## src/rtl/core/mbt_pkg.sv

```systemverilog
`default_nettype none

package mbt_pkg;

    localparam int NUM_BUTTONS = 2;
    localparam int BTN_UP      = 0;

    localparam int TPM_W   = 16;
    localparam int TEMPO_W = 8;
    localparam int RC_W    = 4;
    localparam int MS_W    = 10;
    localparam int TIME_W  = 6;
    localparam int IDX_W   = 3;

    localparam logic [IDX_W-1:0] REG_TICKS_PER_MINUTE = 3'd0;
    localparam logic [IDX_W-1:0] REG_TEMPO_MIN        = 3'd1;
    localparam logic [IDX_W-1:0] REG_TEMPO_MAX        = 3'd2;
    localparam logic [IDX_W-1:0] REG_RELEASE_CHECKS   = 3'd3;
    localparam logic [IDX_W-1:0] REG_CHECK_MASK       = 3'd4;
    localparam logic [IDX_W-1:0] REG_TICKS_PER_SECOND = 3'd5;

    localparam logic [TPM_W-1:0]   RST_TICKS_PER_MINUTE = 16'd60000;
    localparam logic [TEMPO_W-1:0] RST_TEMPO_MIN        = 8'd30;
    localparam logic [TEMPO_W-1:0] RST_TEMPO_MAX        = 8'd140;
    localparam logic [RC_W-1:0]    RST_RELEASE_CHECKS   = 4'd10;
    localparam logic [MS_W-1:0]    RST_CHECK_MASK       = 10'h01F;
    localparam logic [MS_W-1:0]    RST_TICKS_PER_SECOND = 10'd1000;
    localparam logic [TPM_W-1:0]   RST_TICKS_PER_BEAT   = 16'd1000;
    localparam logic [TEMPO_W-1:0] RST_TEMPO            = 8'd60;

    localparam logic [TIME_W-1:0]  TIME_LAST   = 6'd59;
    localparam logic [TPM_W-1:0]   PERIOD_SAT  = 16'hFFFF;

    typedef enum logic [1:0] {
        ST_IDLE,
        ST_DIV,
        ST_FINISH
    } state_t;

endpackage

`default_nettype wire

```

## src/rtl/core/mbt_divider.sv

```systemverilog
`default_nettype none

// Restoring divider, one quotient bit per cycle.
module mbt_divider
    import mbt_pkg::*;
(
    input  wire logic               clk,
    input  wire logic               rst_n,
    input  wire logic               start,
    input  wire logic [TPM_W-1:0]   dividend,
    input  wire logic [TEMPO_W-1:0] divisor,
    output logic                    done,
    output logic [TPM_W-1:0]        quotient
);

    localparam int CNT_W = $clog2(TPM_W + 1);

    logic [CNT_W-1:0]   count_reg, count_next;
    logic               done_reg, done_next;
    logic [TEMPO_W-1:0] rem_reg, rem_next;
    logic [TPM_W-1:0]   quo_reg, quo_next;
    logic [TEMPO_W-1:0] div_reg;

    logic [TEMPO_W:0]   rem_shift;
    logic               fits;

    always_comb
    begin
        rem_shift  = {rem_reg, quo_reg[TPM_W-1]};
        fits       = (rem_shift >= {1'b0, div_reg});
        count_next = count_reg;
        done_next  = 1'b0;
        rem_next   = rem_reg;
        quo_next   = quo_reg;
        if (start)
        begin
            count_next = CNT_W'(TPM_W);
            rem_next   = '0;
            quo_next   = dividend;
        end
        else if (count_reg != '0)
        begin
            count_next = count_reg - 1'b1;
            done_next  = (count_reg == CNT_W'(1));
            if (fits)
            begin
                rem_next = TEMPO_W'(rem_shift - {1'b0, div_reg});
            end
            else
            begin
                rem_next = rem_shift[TEMPO_W-1:0];
            end
            quo_next = {quo_reg[TPM_W-2:0], fits};
        end
    end

    always_ff @(posedge clk or negedge rst_n)
    begin
        if (!rst_n)
        begin
            count_reg <= '0;
            done_reg  <= 1'b0;
        end
        else
        begin
            count_reg <= count_next;
            done_reg  <= done_next;
        end
    end

    always_ff @(posedge clk)
    begin
        rem_reg <= rem_next;
        quo_reg <= quo_next;
        if (start)
        begin
            div_reg <= divisor;
        end
    end

    assign done     = done_reg;
    assign quotient = quo_reg;

endmodule

`default_nettype wire

```

## src/rtl/core/metronome_beat_timer_core.sv

```systemverilog
`default_nettype none

// Metronome beat timer: one word per 1 ms tick, one result word per tick.
// When a button press changes the tempo, the 16-step serial divider recomputes
// ticks per beat before the result word is finished. One tick is in work at a
// time: a new tick is taken only once the last result word is loaded, which waits
// while the output is stalled. Reset (rst_n, asynchronous, active low) restores
// the configuration, state and counter registers but not the output words.
module metronome_beat_timer_core
    import mbt_pkg::*;
(
    input  wire logic               clk,
    input  wire logic               rst_n,

    input  wire logic               wr_en,
    input  wire logic [IDX_W-1:0]   wr_index,
    input  wire logic [TPM_W-1:0]   wr_data,

    input  wire logic               in_valid,
    output logic                    in_stall,
    input  wire logic               up_button_n,
    input  wire logic               down_button_n,

    output logic                    out_valid,
    input  wire logic               out_stall,
    output logic                    beat,
    output logic [TEMPO_W-1:0]      tempo,
    output logic [TIME_W-1:0]       seconds,
    output logic [TIME_W-1:0]       minutes,
    output logic                    refresh
);

    // Configuration registers.
    logic [TPM_W-1:0]   tpm_reg;
    logic [TEMPO_W-1:0] tempo_min_reg;
    logic [TEMPO_W-1:0] tempo_max_reg;
    logic [RC_W-1:0]    release_checks_reg;
    logic [MS_W-1:0]    check_mask_reg;
    logic [MS_W-1:0]    tps_reg;

    always_ff @(posedge clk or negedge rst_n)
    begin
        if (!rst_n)
        begin
            tpm_reg            <= RST_TICKS_PER_MINUTE;
            tempo_min_reg      <= RST_TEMPO_MIN;
            tempo_max_reg      <= RST_TEMPO_MAX;
            release_checks_reg <= RST_RELEASE_CHECKS;
            check_mask_reg     <= RST_CHECK_MASK;
            tps_reg            <= RST_TICKS_PER_SECOND;
        end
        else if (wr_en)
        begin
            case (wr_index)
                REG_TICKS_PER_MINUTE: tpm_reg            <= wr_data;
                REG_TEMPO_MIN:        tempo_min_reg      <= wr_data[TEMPO_W-1:0];
                REG_TEMPO_MAX:        tempo_max_reg      <= wr_data[TEMPO_W-1:0];
                REG_RELEASE_CHECKS:   release_checks_reg <= wr_data[RC_W-1:0];
                REG_CHECK_MASK:       check_mask_reg     <= wr_data[MS_W-1:0];
                REG_TICKS_PER_SECOND: tps_reg            <= wr_data[MS_W-1:0];
                default: ;
            endcase
        end
    end

    // Block state.
    state_t                  state_reg, state_next;
    logic [MS_W-1:0]         ms_reg, ms_next;
    logic [TPM_W-1:0]        bt_reg, bt_next;
    logic [TPM_W-1:0]        tpb_reg, tpb_next;
    logic [TEMPO_W-1:0]      tempo_reg, tempo_next;
    logic [TIME_W-1:0]       sec_reg, sec_next;
    logic [TIME_W-1:0]       min_reg, min_next;
    logic [NUM_BUTTONS-1:0]  flag_reg, flag_next;
    logic [RC_W-1:0]         rc_reg [NUM_BUTTONS];
    logic [RC_W-1:0]         rc_next [NUM_BUTTONS];
    logic                    press_reg, press_next;

    logic                    out_valid_reg, out_valid_next;
    logic                    beat_reg, beat_next;
    logic [TEMPO_W-1:0]      tempo_out_reg;
    logic [TIME_W-1:0]       sec_out_reg;
    logic [TIME_W-1:0]       min_out_reg;
    logic                    refresh_reg, refresh_next;
    logic                    load_out;

    logic                    div_start;
    logic                    div_done;
    logic [TPM_W-1:0]        div_quotient;

    mbt_divider u_divider (
        .clk      (clk),
        .rst_n    (rst_n),
        .start    (div_start),
        .dividend (tpm_reg),
        .divisor  (tempo_next),
        .done     (div_done),
        .quotient (div_quotient)
    );

    always_comb
    begin : next_state
        logic [NUM_BUTTONS-1:0] level;
        logic                   check;
        logic [RC_W-1:0]        rc_inc;

        level = {down_button_n, up_button_n};
        check = 1'b0;
        rc_inc = '0;

        state_next     = state_reg;
        ms_next        = ms_reg;
        bt_next        = bt_reg;
        tpb_next       = tpb_reg;
        tempo_next     = tempo_reg;
        sec_next       = sec_reg;
        min_next       = min_reg;
        flag_next      = flag_reg;
        press_next     = press_reg;
        for (int i = 0; i < NUM_BUTTONS; i++)
        begin
            rc_next[i] = rc_reg[i];
        end
        div_start      = 1'b0;
        load_out       = 1'b0;
        beat_next      = 1'b0;
        refresh_next   = press_reg;

        case (state_reg)
            ST_IDLE:
            begin
                if (in_valid)
                begin
                    ms_next    = ms_reg + 1'b1;
                    bt_next    = bt_reg + 1'b1;
                    press_next = 1'b0;
                    check      = ((ms_next & check_mask_reg) == '0);
                    if (check)
                    begin
                        // Buttons are checked in order, so a press of both
                        // steps the tempo twice.
                        for (int i = 0; i < NUM_BUTTONS; i++)
                        begin
                            if (!level[i] && !flag_next[i])
                            begin
                                flag_next[i] = 1'b1;
                                press_next   = 1'b1;
                                if (i == BTN_UP)
                                begin
                                    tempo_next = (tempo_next >= tempo_max_reg) ?
                                                 tempo_min_reg : tempo_next + 1'b1;
                                end
                                else
                                begin
                                    tempo_next = (tempo_next <= tempo_min_reg) ?
                                                 tempo_max_reg : tempo_next - 1'b1;
                                end
                            end
                            else
                            begin
                                rc_inc = rc_reg[i] + 1'b1;
                                if (rc_inc == release_checks_reg)
                                begin
                                    rc_next[i]   = '0;
                                    flag_next[i] = 1'b0;
                                end
                                else
                                begin
                                    rc_next[i] = rc_inc;
                                end
                            end
                        end
                    end
                    if (press_next)
                    begin
                        div_start  = 1'b1;
                        state_next = ST_DIV;
                    end
                    else
                    begin
                        state_next = ST_FINISH;
                    end
                end
            end

            ST_DIV:
            begin
                if (div_done)
                begin
                    tpb_next   = (tempo_reg == '0) ? PERIOD_SAT : div_quotient;
                    state_next = ST_FINISH;
                end
            end

            ST_FINISH:
            begin
                // Hold the finished word until the output register is free.
                if (!(out_valid_reg && out_stall))
                begin
                    load_out = 1'b1;
                    if (bt_reg == tpb_reg)
                    begin
                        beat_next = 1'b1;
                        bt_next   = '0;
                    end
                    else if (bt_reg > tpb_reg)
                    begin
                        bt_next = '0;
                    end
                    if (ms_reg == tps_reg)
                    begin
                        refresh_next = 1'b1;
                        ms_next      = '0;
                        if (sec_reg == TIME_LAST)
                        begin
                            sec_next = '0;
                            min_next = (min_reg == TIME_LAST) ? '0 : min_reg + 1'b1;
                        end
                        else
                        begin
                            sec_next = sec_reg + 1'b1;
                        end
                    end
                    state_next = ST_IDLE;
                end
            end

            default:
            begin
                state_next = ST_IDLE;
            end
        endcase

        if (load_out)
        begin
            out_valid_next = 1'b1;
        end
        else
        begin
            out_valid_next = out_valid_reg && out_stall;
        end
    end

    always_ff @(posedge clk or negedge rst_n)
    begin
        if (!rst_n)
        begin
            state_reg     <= ST_IDLE;
            ms_reg        <= '0;
            bt_reg        <= '0;
            tpb_reg       <= RST_TICKS_PER_BEAT;
            tempo_reg     <= RST_TEMPO;
            sec_reg       <= '0;
            min_reg       <= '0;
            flag_reg      <= '0;
            press_reg     <= 1'b0;
            out_valid_reg <= 1'b0;
            for (int i = 0; i < NUM_BUTTONS; i++)
            begin
                rc_reg[i] <= '0;
            end
        end
        else
        begin
            state_reg     <= state_next;
            ms_reg        <= ms_next;
            bt_reg        <= bt_next;
            tpb_reg       <= tpb_next;
            tempo_reg     <= tempo_next;
            sec_reg       <= sec_next;
            min_reg       <= min_next;
            flag_reg      <= flag_next;
            press_reg     <= press_next;
            out_valid_reg <= out_valid_next;
            for (int i = 0; i < NUM_BUTTONS; i++)
            begin
                rc_reg[i] <= rc_next[i];
            end
        end
    end

    always_ff @(posedge clk)
    begin
        if (load_out)
        begin
            beat_reg      <= beat_next;
            tempo_out_reg <= tempo_reg;
            sec_out_reg   <= sec_next;
            min_out_reg   <= min_next;
            refresh_reg   <= refresh_next;
        end
    end

    assign in_stall  = (state_reg != ST_IDLE);
    assign out_valid = out_valid_reg;
    assign beat      = beat_reg;
    assign tempo     = tempo_out_reg;
    assign seconds   = sec_out_reg;
    assign minutes   = min_out_reg;
    assign refresh   = refresh_reg;

endmodule

`default_nettype wire
```

## config.mk

```make
export PLATFORM = sky130hd
export DESIGN_NAME = metronome_beat_timer_core
export DESIGN_NICKNAME = d
export VERILOG_FILES = /design/src/rtl/core/mbt_pkg.sv /design/src/rtl/core/mbt_divider.sv /design/src/rtl/core/metronome_beat_timer_core.sv
export SDC_FILE = /design/constraint.sdc
export NUM_CORES = 1
export LEC_CHECK = 0
export BUFFER_PORTS_ARGS = -buffer_cell sky130_fd_sc_hd__buf_4
export CAP_MARGIN = 20
export CORE_UTILIZATION = 24
export DETAILED_ROUTE_END_ITERATION = 12
export PLACE_DENSITY = 0.48
export SETUP_SLACK_MARGIN = 0.05
export SKIP_LAST_GASP = 1
export SYNTH_ARGS = -nofsm -noshare
export SYNTH_HDL_FRONTEND = slang
export SYNTH_HIERARCHICAL = 1
export SYNTH_SLANG_ARGS = --single-unit
```

## constraint.sdc

```tcl
create_clock -name clk -period 5.3 [get_ports clk]
set_input_delay 0.795 -clock clk [delete_from_list [all_inputs] [get_ports clk]]
set_output_delay 0.795 -clock clk [all_outputs]
set_load 0.03 [all_outputs]
```

### Word-level counts from Yosys, hierarchy flattened

Cells that the tools add are included.

* output and inout port bits: 24
* bits of input ports: 26
* word-level logic and storage cells: 161
* register bits after elaboration: 192

* bitwise logic cells: 4
* reductions and logical operators: 33
* $lt $le $gt $ge: 4
* add/sub/neg operators: 10
* equality and inequality tests: 19
* mux-type cells: 62

Operators by type and width (count)
* $mux 16: 7
* $mux 8: 11
* $mux 6: 9
* $pmux 16 s2: 1
* $mux 10: 3
* $reduce_and 4->1: 6
* $mux 1: 21
* $pmux 10 s2: 1
* $add 16x1->16 const B: 1
* $eq 16x16->1: 1
* $gt 16x16->1: 1
* $reduce_and 2->1: 8
* $add 6x1->6 const B: 2
* $eq 6x6->1 const B: 2
* $add 10x1->10 const B: 1
* $and 10x10->10: 1
* $eq 10x10->1: 1
* $logic_not 10->1: 1
* $mux 5: 2
* $reduce_bool 2->1: 5
* $ge 9x8->1: 1
* $add 4x1->4 const B: 2
* $add 8x1->8 const B: 1
* $eq 4x4->1: 2
* other kinds (26): 41

### Depth between registers and ports, before layout

Gate-level depths: netlist of run 1.

* word-level depth: 12
* depth in mapped cells: 17
* mapped depth without buffers: 16

### Hierarchy

Netlist of run 1, hierarchy kept.

By module, submodules not included
* metronome_beat_timer_core: area each 8089.0 um^2, times used 1, cells each 751
* mbt_divider: area each 2098.3 um^2, times used 1, cells each 186

### Worst setup path after synthesis of run 1

No wires, ideal clock.

* kind: flip-flop to flip-flop
* start: register tempo_reg[0]
* end: register u_divider.div_reg[1], data pin
* clock period less this slack: 3778 ps
* data required time: 5023 ps
* arrival: 3501 ps
* cell stages (with the launch flop): 17
* buffers on the path: 1
* slack: 1522 ps
* cells stage by stage: dfrtp_1 -> inv_1 -> ha_1 -> nand2b_4 -> a2111o_1 -> a21oi_4 -> mux2i_1 -> a2bb2oi_2 -> ha_1 -> a21o_1 -> a21o_1 -> a21oi_1 -> a22o_1 -> clkbuf_1 -> o21ai_0 -> a21oi_1 -> o21ai_0

* longest elaborated chain between the ends: 12
* elaborated cells on any way between the ends: 14
* those cells by class: add/sub (2); order compare (2); mux (10)

RTL lines
* from (decl): line metronome_beat_timer_core.sv:71 `logic [TEMPO_W-1:0] tempo_reg, tempo_next;`
* from (signal assigned): line metronome_beat_timer_core.sv:269 `tempo_reg <= tempo_next;`
* $add 8x1->8 or $ge 8x8->1 (tied branches): line metronome_beat_timer_core.sv:151, metronome_beat_timer_core.sv:150
* $mux 8: line metronome_beat_timer_core.sv:150 `tempo_next = (tempo_next >= tempo_max_reg) ?`
* $mux 8 (*): line metronome_beat_timer_core.sv:144 `if (!level[i] && !flag_next[i])`
* $mux 8 (*): line metronome_beat_timer_core.sv:138 `if (check)`
* $mux 8 (*): line metronome_beat_timer_core.sv:132 `if (in_valid)`
* $mux 8 (*): line metronome_beat_timer_core.sv:129 `case (state_reg)`
* $sub 8x1->8 or $le 8x8->1 (tied branches): line metronome_beat_timer_core.sv:156, metronome_beat_timer_core.sv:155
* $mux 8: line metronome_beat_timer_core.sv:155 `tempo_next = (tempo_next <= tempo_min_reg) ?`
* $mux 8 (*): line metronome_beat_timer_core.sv:144
* $mux 8 (*): line metronome_beat_timer_core.sv:138
* $mux 8 (*): line metronome_beat_timer_core.sv:132
* $mux 8 (*): line metronome_beat_timer_core.sv:129
* named net tempo_next[1]: line metronome_beat_timer_core.sv:71
* to (signal assigned): line mbt_divider.sv:77 `div_reg <= divisor;`
* to (decl): line mbt_divider.sv:22 `logic [TEMPO_W-1:0] div_reg;`

The timed path passes the listed nets; every way through them passes the cells marked *. The select of a mux whose other input is x is not followed.
A chain may end at the register's enable or synchronous reset.

### Final worst setup path of run 1

* start: register tempo_reg[0]
* end: register u_divider.div_reg[3], data pin

Same word-level chain as after synthesis.

==> results of run 1 <==
[worst max path at each step]
stage,from,end,depth (start not counted)
final,tempo_reg[0]$_DFF_PN0_,u_divider/div_reg[3]$_DFFE_PP_,16
after global routing,tempo_reg[0]$_DFF_PN0_,u_divider/div_reg[3]$_DFFE_PP_,16
after CTS,tempo_reg[0]$_DFF_PN0_,u_divider/div_reg[3]$_DFFE_PP_,16
after detailed placement,tempo_reg[0]$_DFF_PN0_,u_divider/div_reg[3]$_DFFE_PP_,16
after global placement,tempo_reg[0]$_DFF_PN0_,u_divider/div_reg[3]$_DFFE_PP_,16
after floorplan,tempo_reg[0]$_DFF_PN0_,u_divider/div_reg[1]$_DFFE_PP_,16
[routing by layer]
metal,wire [um],share of wire [%]
met2,11900,47
met1,12400,49
met3,561,2.2
met4,267,1.1
met5,0,0
[layout by cell type (no fill, tap or decap), types with 6 or more instances in the layout]
master,n
a211oi_1,7
a21o_1,15
a21oi_1,27
a22o_1,6
a311oi_1,6
a31oi_1,7
and3_1,11
buf_4,63
clkbuf_16,17
dfrtp_1,101
dfstp_2,37
dfxtp_1,8
edfxtp_1,46
ha_1,52
inv_1,64
mux2_2,60
mux2i_1,6
nand2_1,70
nand2b_1,11
nand3_1,30
nand4_1,20
nor2_1,48
nor2b_1,12
nor3_1,10
o21ai_0,69
o22a_1,16
o31ai_1,13
or3_1,9
xnor2_1,18
xor2_1,21
[power groups by stage]
stage	registers [W]	logic, W	clock network, W
global route	0.00256	0.00308	0.00143
global placement	0.00252	0.00274	0
finish	0.00249	0.00276	0.00131
CTS	0.00250	0.00278	0.00136
floorplan	0.00250	0.00197	0
detailed placement	0.00252	0.00278	0
[synth_stat cells, drive strengths merged (12+ instances only)]
cell type and number:
dfrtp 101, o21ai 76, nand2 70, inv 64, mux2 62, ha 52
nor2 48, edfxtp 46, dfstp 37, nand3 31, a21oi 29, clkbuf 27
xor2 21, nand4 20, xnor2 18, a21o 16, o22a 16, o31ai 14
nand2b 12, nor2b 12
[area by class of cell]
class,instances,area [um2]
fillers,4336,30100
flip-flops and latches,192,5040
multi-input cells,647,4800
well taps,539,674
repair buffers,65,504
clock buffers,17,425
inverters,64,240
clock inverters,15,171
[kinds of logic (layout without fill, tap and decap cells)]
| logic type | after synthesis | after routing | share of synthesized area [%] |
|---|---|---|---|
| AND/OR/NAND/NOR | 260 | 260 | 13.5 |
| XOR/XNOR | 39 | 39 | 3.35 |
| AO/OA/AOI/OAI | 227 | 227 | 15.9 |
| buffers and inverters | 98 | 161 | 3.72 |
| flip-flops | 192 | 192 | 49.5 |
| multiplexers | 68 | 68 | 7.48 |
| adder cells (fa/ha/maj) | 53 | 53 | 6.58 |
[through the flow]
step	area (um2)	hold WS [ps]	utilization, %
2_1_floorplan	10200	441	-
3_3_place_gp	11300	471	26.8
3_5_place_dp	11300	468	26.8
4_1_cts	11900	377	28.3
5_1_grt	11900	410	28.3
6_report	11900	361	28.3
==> results_dict.tcl, run 1 <==
set metrics [dict create \
    path_class "reg2reg" \
    cp_common_cell "ha_1" \
    intPower_w 0.00394 \
    htreeDepth 4 \
    firstDrtPassIters 4 \
    crit_family "compound AO/OA/AOI/OAI gates" \
    place_inst 1507 \
    clkLatencyLatePin_ps 450 \
    report.final.setup_viol 0 \
    p_seq_share_pct 37.9 \
    mappedNetlistArea_um2 10200 \
    crit_fanout 14 \
    fin_cells 1539 \
    swShare_pct 39.9 \
    ant_nets 0 \
    drive_above_1_share_pct 22.3 \
    yosys.area.top_type "dfrtp_1" \
    synth_edf_count 46 \
    rsz0062_at_grt "false" \
    grtUsageTotal_pct 12.1 \
    grt_first_pass_wirelength_mm 40.9 \
    synth.area.top_cells "dfrtp_1 25%, edfxtp_1 14%, dfstp_2 9.5%" \
    pre_cts_slack_ps 810 \
    power.density_nw_per_um2 554 \
    setup_ws_ps 766 \
    dieArea_um2 43300 \
    period_needed_ps 4530 \
    reg2reg_slack_ps 770 \
    drv_slew 0 \
    clockBufferDepth 2 \
    power_w 0.00656 \
    viasPerCell 4.66 \
    worstPathCellList "inv_1, ha_1, nand2b_4, a2111o_1, a21oi_4, nor3_1, a221oi_4, ha_1, a21oi_1, o22ai_1, o21bai_1, a22o_1, or2_2, nor2_1, mux2_4, o31ai_2" \
    postRouteWirelength_mm 25.1 \
    cts_setup_buffers 0 \
    post_drt_wl_per_cell_um 16.3 \
    route.detailed.drc 0 \
    p_clk_share_pct 20.0 \
    postCtsHoldBufs 0 \
    reg2reg_to "u_divider/div_reg[3]$_DFFE_PP_" \
    gr-usage-met3_pct 2.28 \
    grt.overflow.total 0 \
    antenna_found_initial 0 \
    use_met2_pct 19.9 \
    hpwl_mm 18.1 \
    cts_buffers 17 \
    cts_tree "done" \
    clock_sinks 192 \
    post_cts_resized 0 \
    finalClockSkew_ps 12.5 \
    ios 50 \
    required_ps 5560 \
    fp.dieH_um 208 \
    grt_pass1_vias 7222 \
    vias 7172 \
    relSlewSlack_pct 40.2 \
    synthArstFlopShare_pct 71.9 \
    r2r_cells 16 \
    synth_top_area_share_pct 24.8 \
    fmaxAchievable_ghz 0.221 \
    synth_nets 1016 \
    areaGrowthSynthToFinish_pct 16.3 \
    drt_iter0_drc 386 \
    synth_ff_type "dfrtp_1" \
    clk_pin_slew_ps 70 \
    row_count 75 \
    hold_viol 0 \
    p_leak_nw 4.87 \
    switchingPower_w 0.00262 \
    comb_power_share_pct 42.0 \
    cp_slowest_cell "a2111o_1" \
    outcome "completed" \
    grt_util_met1_pct 16.2 \
    ys_seq_elements 192 \
    port-buffer-count 49 \
    cts-root-buf "clkbuf_16" \
    diodes 0 \
    fin_crit_sh_pct 85.6 \
    critPathMaxStageDelay_ps 490 \
    avgSynthCellArea_um2 10.9 \
    ys_warn_count 6 \
    cp-start-kind "flip-flop" \
    vdd_ir_drop_max_mv 0.234 \
    routabilityCongestion 0.835 \
    dieWidth_um 208 \
    worst_pin_slew_ps 892 \
    seq_area_frac_synth_pct 49.5 \
    critPathBufInv 1 \
    yosysUniqueCellTypes 86 \
    critical_path_arrival_ps 4800 \
    syn_inst 937 \
    grt_max_degree 71 \
    worstReg2RegStart "tempo_reg[0]$_DFF_PN0_" \
    nets 1066 \
    hp-class "in2async" \
    start_util_pct 24.3 \
    core_um2 41900 \
    fin_setup_tns_ps 0 \
    grt_busiest_layer "met2" \
    drv_cap 0 \
    worst_setup_path_end_kind "flip-flop" \
]
(Power assumes the default switching activity.)
==> run 2, diff against run 1 <==
REMOVE_ABC_BUFFERS = 1   (was default)
==> results_dict.tcl, run 2 (synthesis gave the netlist of run 1 again) <==
set metrics [dict create \
    htreeDepth 4 \
    port-buffer-count 49 \
    areaGrowthSynthToFinish_pct 15.5 \
    postCtsHoldBufs 0 \
    dieArea_um2 43300 \
    ant_nets 0 \
    final_cell_area_um2 11800 \
    rsz0062_at_grt "false" \
    final_cell_mix "101 x dfrtp_1, 70 x nand2_1, 69 x o21ai_0" \
    grt_first_pass_wirelength_mm 40.5 \
    ios 50 \
    relSlewSlack_pct 35.9 \
    period_needed_ps 4510 \
    cts_tree "done" \
    post_cts_resized 0 \
    r2r_cells 16 \
    antenna_found_initial 0 \
    hold_viol 0 \
    fin_setup_tns_ps 0 \
    worst_pin_slew_ps 961 \
    power.density_nw_per_um2 550 \
    routabilityCongestion 0.811 \
    route.detailed.drc 0 \
    post-route-util_pct 28.0 \
    outcome "completed" \
    clk_pin_slew_ps 70 \
    cts_setup_buffers 0 \
    fin_crit_sh_pct 85.0 \
    hpwl_mm 17.9 \
    drt_iter0_drc 279 \
    grt.overflow.total 0 \
    grtUsageTotal_pct 11.9 \
    cts-root-buf "clkbuf_16" \
    clockBufferDepth 2 \
    finalClockSkew_ps 11.4 \
    reg2reg_slack_ps 790 \
    crit_fanout 14 \
    drive_above_1_share_pct 21.8 \
    viasPerCell 4.69 \
    critPathMaxStageDelay_ps 500 \
    postRouteWirelength_mm 24.8 \
    clock_sinks 192 \
    cts_buffers 17 \
    cp_slowest_cell "a2111o_1" \
    worstReg2RegStart "tempo_reg[0]$_DFF_PN0_" \
    critical_path_arrival_ps 4750 \
    row_count 75 \
    hp-class "in2async" \
    path_class "reg2reg" \
    drv_slew 0 \
    fp.dieH_um 208 \
    cp-start-kind "flip-flop" \
    core_um2 41900 \
    nets 1062 \
    layout_commonest_cell "dfrtp_1" \
    vdd_ir_drop_max_mv 0.216 \
    detailed_place.area_um2 11200 \
    firstDrtPassIters 4 \
    required_ps 5550 \
    worstPathCellList "inv_1, ha_1, nand2b_4, a2111o_1, a21oi_4, mux2i_1, a2bb2oi_2, ha_1, a21o_1, a21o_1, a21oi_1, a22o_1, or2_2, nor2_1, mux2_4, o31ai_2" \
    power_w 0.00647 \
    p_leak_nw 4.84 \
    grt_max_degree 99 \
    post_drt_wl_per_cell_um 16.2 \
    fmaxAchievable_ghz 0.222 \
    diodes 0 \
    clkLatencyLatePin_ps 440 \
    finalHoldWorstSlack_ps 456 \
    dieWidth_um 208 \
    report.final.setup_viol 0 \
    vias 7200 \
    start_util_pct 24.3 \
    worst_setup_path_end_kind "flip-flop" \
    reg2reg_to "u_divider/div_reg[3]$_DFFE_PP_" \
    drv_cap 0 \
    grt_pass1_vias 7242 \
]
run 2: power breakdown:
group	internal (W)	leakage (nW)	switching [W]
logic	0.00115	2.35	0.00160
clock network	0.000615	0.274	0.000620
registers	0.00211	2.21	0.000375
total	0.00388	4.84	0.00259
run 2: stage by stage:
stage,worst slack [ps],cells
global placement,910,1503
finish,794,1535
floorplan,247,903
detailed placement,856,1503
global route,513,1535
CTS,822,1535
run 2: worst max-delay path by stage:
stage	start	endpoint	slack [ps]
6_report	tempo_reg[0]$_DFF_PN0_	u_divider/div_reg[3]$_DFFE_PP_	790
2_1_floorplan	ms_reg[0]$_DFFE_PN0P_	u_divider/quotient[0]$_DFFE_PP_	250
3_3_place_gp	tempo_reg[0]$_DFF_PN0_	u_divider/div_reg[3]$_DFFE_PP_	910
5_1_grt	tempo_reg[0]$_DFF_PN0_	u_divider/div_reg[3]$_DFFE_PP_	510
4_1_cts	tempo_reg[0]$_DFF_PN0_	u_divider/div_reg[3]$_DFFE_PP_	820
3_5_place_dp	tempo_reg[0]$_DFF_PN0_	u_divider/div_reg[3]$_DFFE_PP_	860
run 2: worst max-delay path, delay by kind of cell, from the launching register on:
kind / cells / cell delay [ps]
AOI/OAI and AO/OA: 8 / 2370
adders and majority gates: 2 / 580
DFF: 1 / 460
muxes: 2 / 440
and+or+nand+nor: 3 / 380
buffers and inverters: 1 / 90
run 2: layer usage:
metal	share of wire (%)	global-route usage (%)	up-vias
met5	0	0	-
met4	1.3	3.09	0
met3	2.4	1.95	19
met2	49	19.9	83
met1	48	15.9	3577
li1	-	-	3521
run 2: final cells by class:
| type | instances | area [um2] |
|---|---|---|
| clock buffers | 17 | 425 |
| clock inverters | 15 | 128 |
| fillers | 4330 | 30200 |
| inverters | 64 | 240 |
| multi-input cells | 647 | 4790 |
| flip-flops and latches | 192 | 5040 |
| well taps | 539 | 674 |
| repair buffers | 61 | 462 |
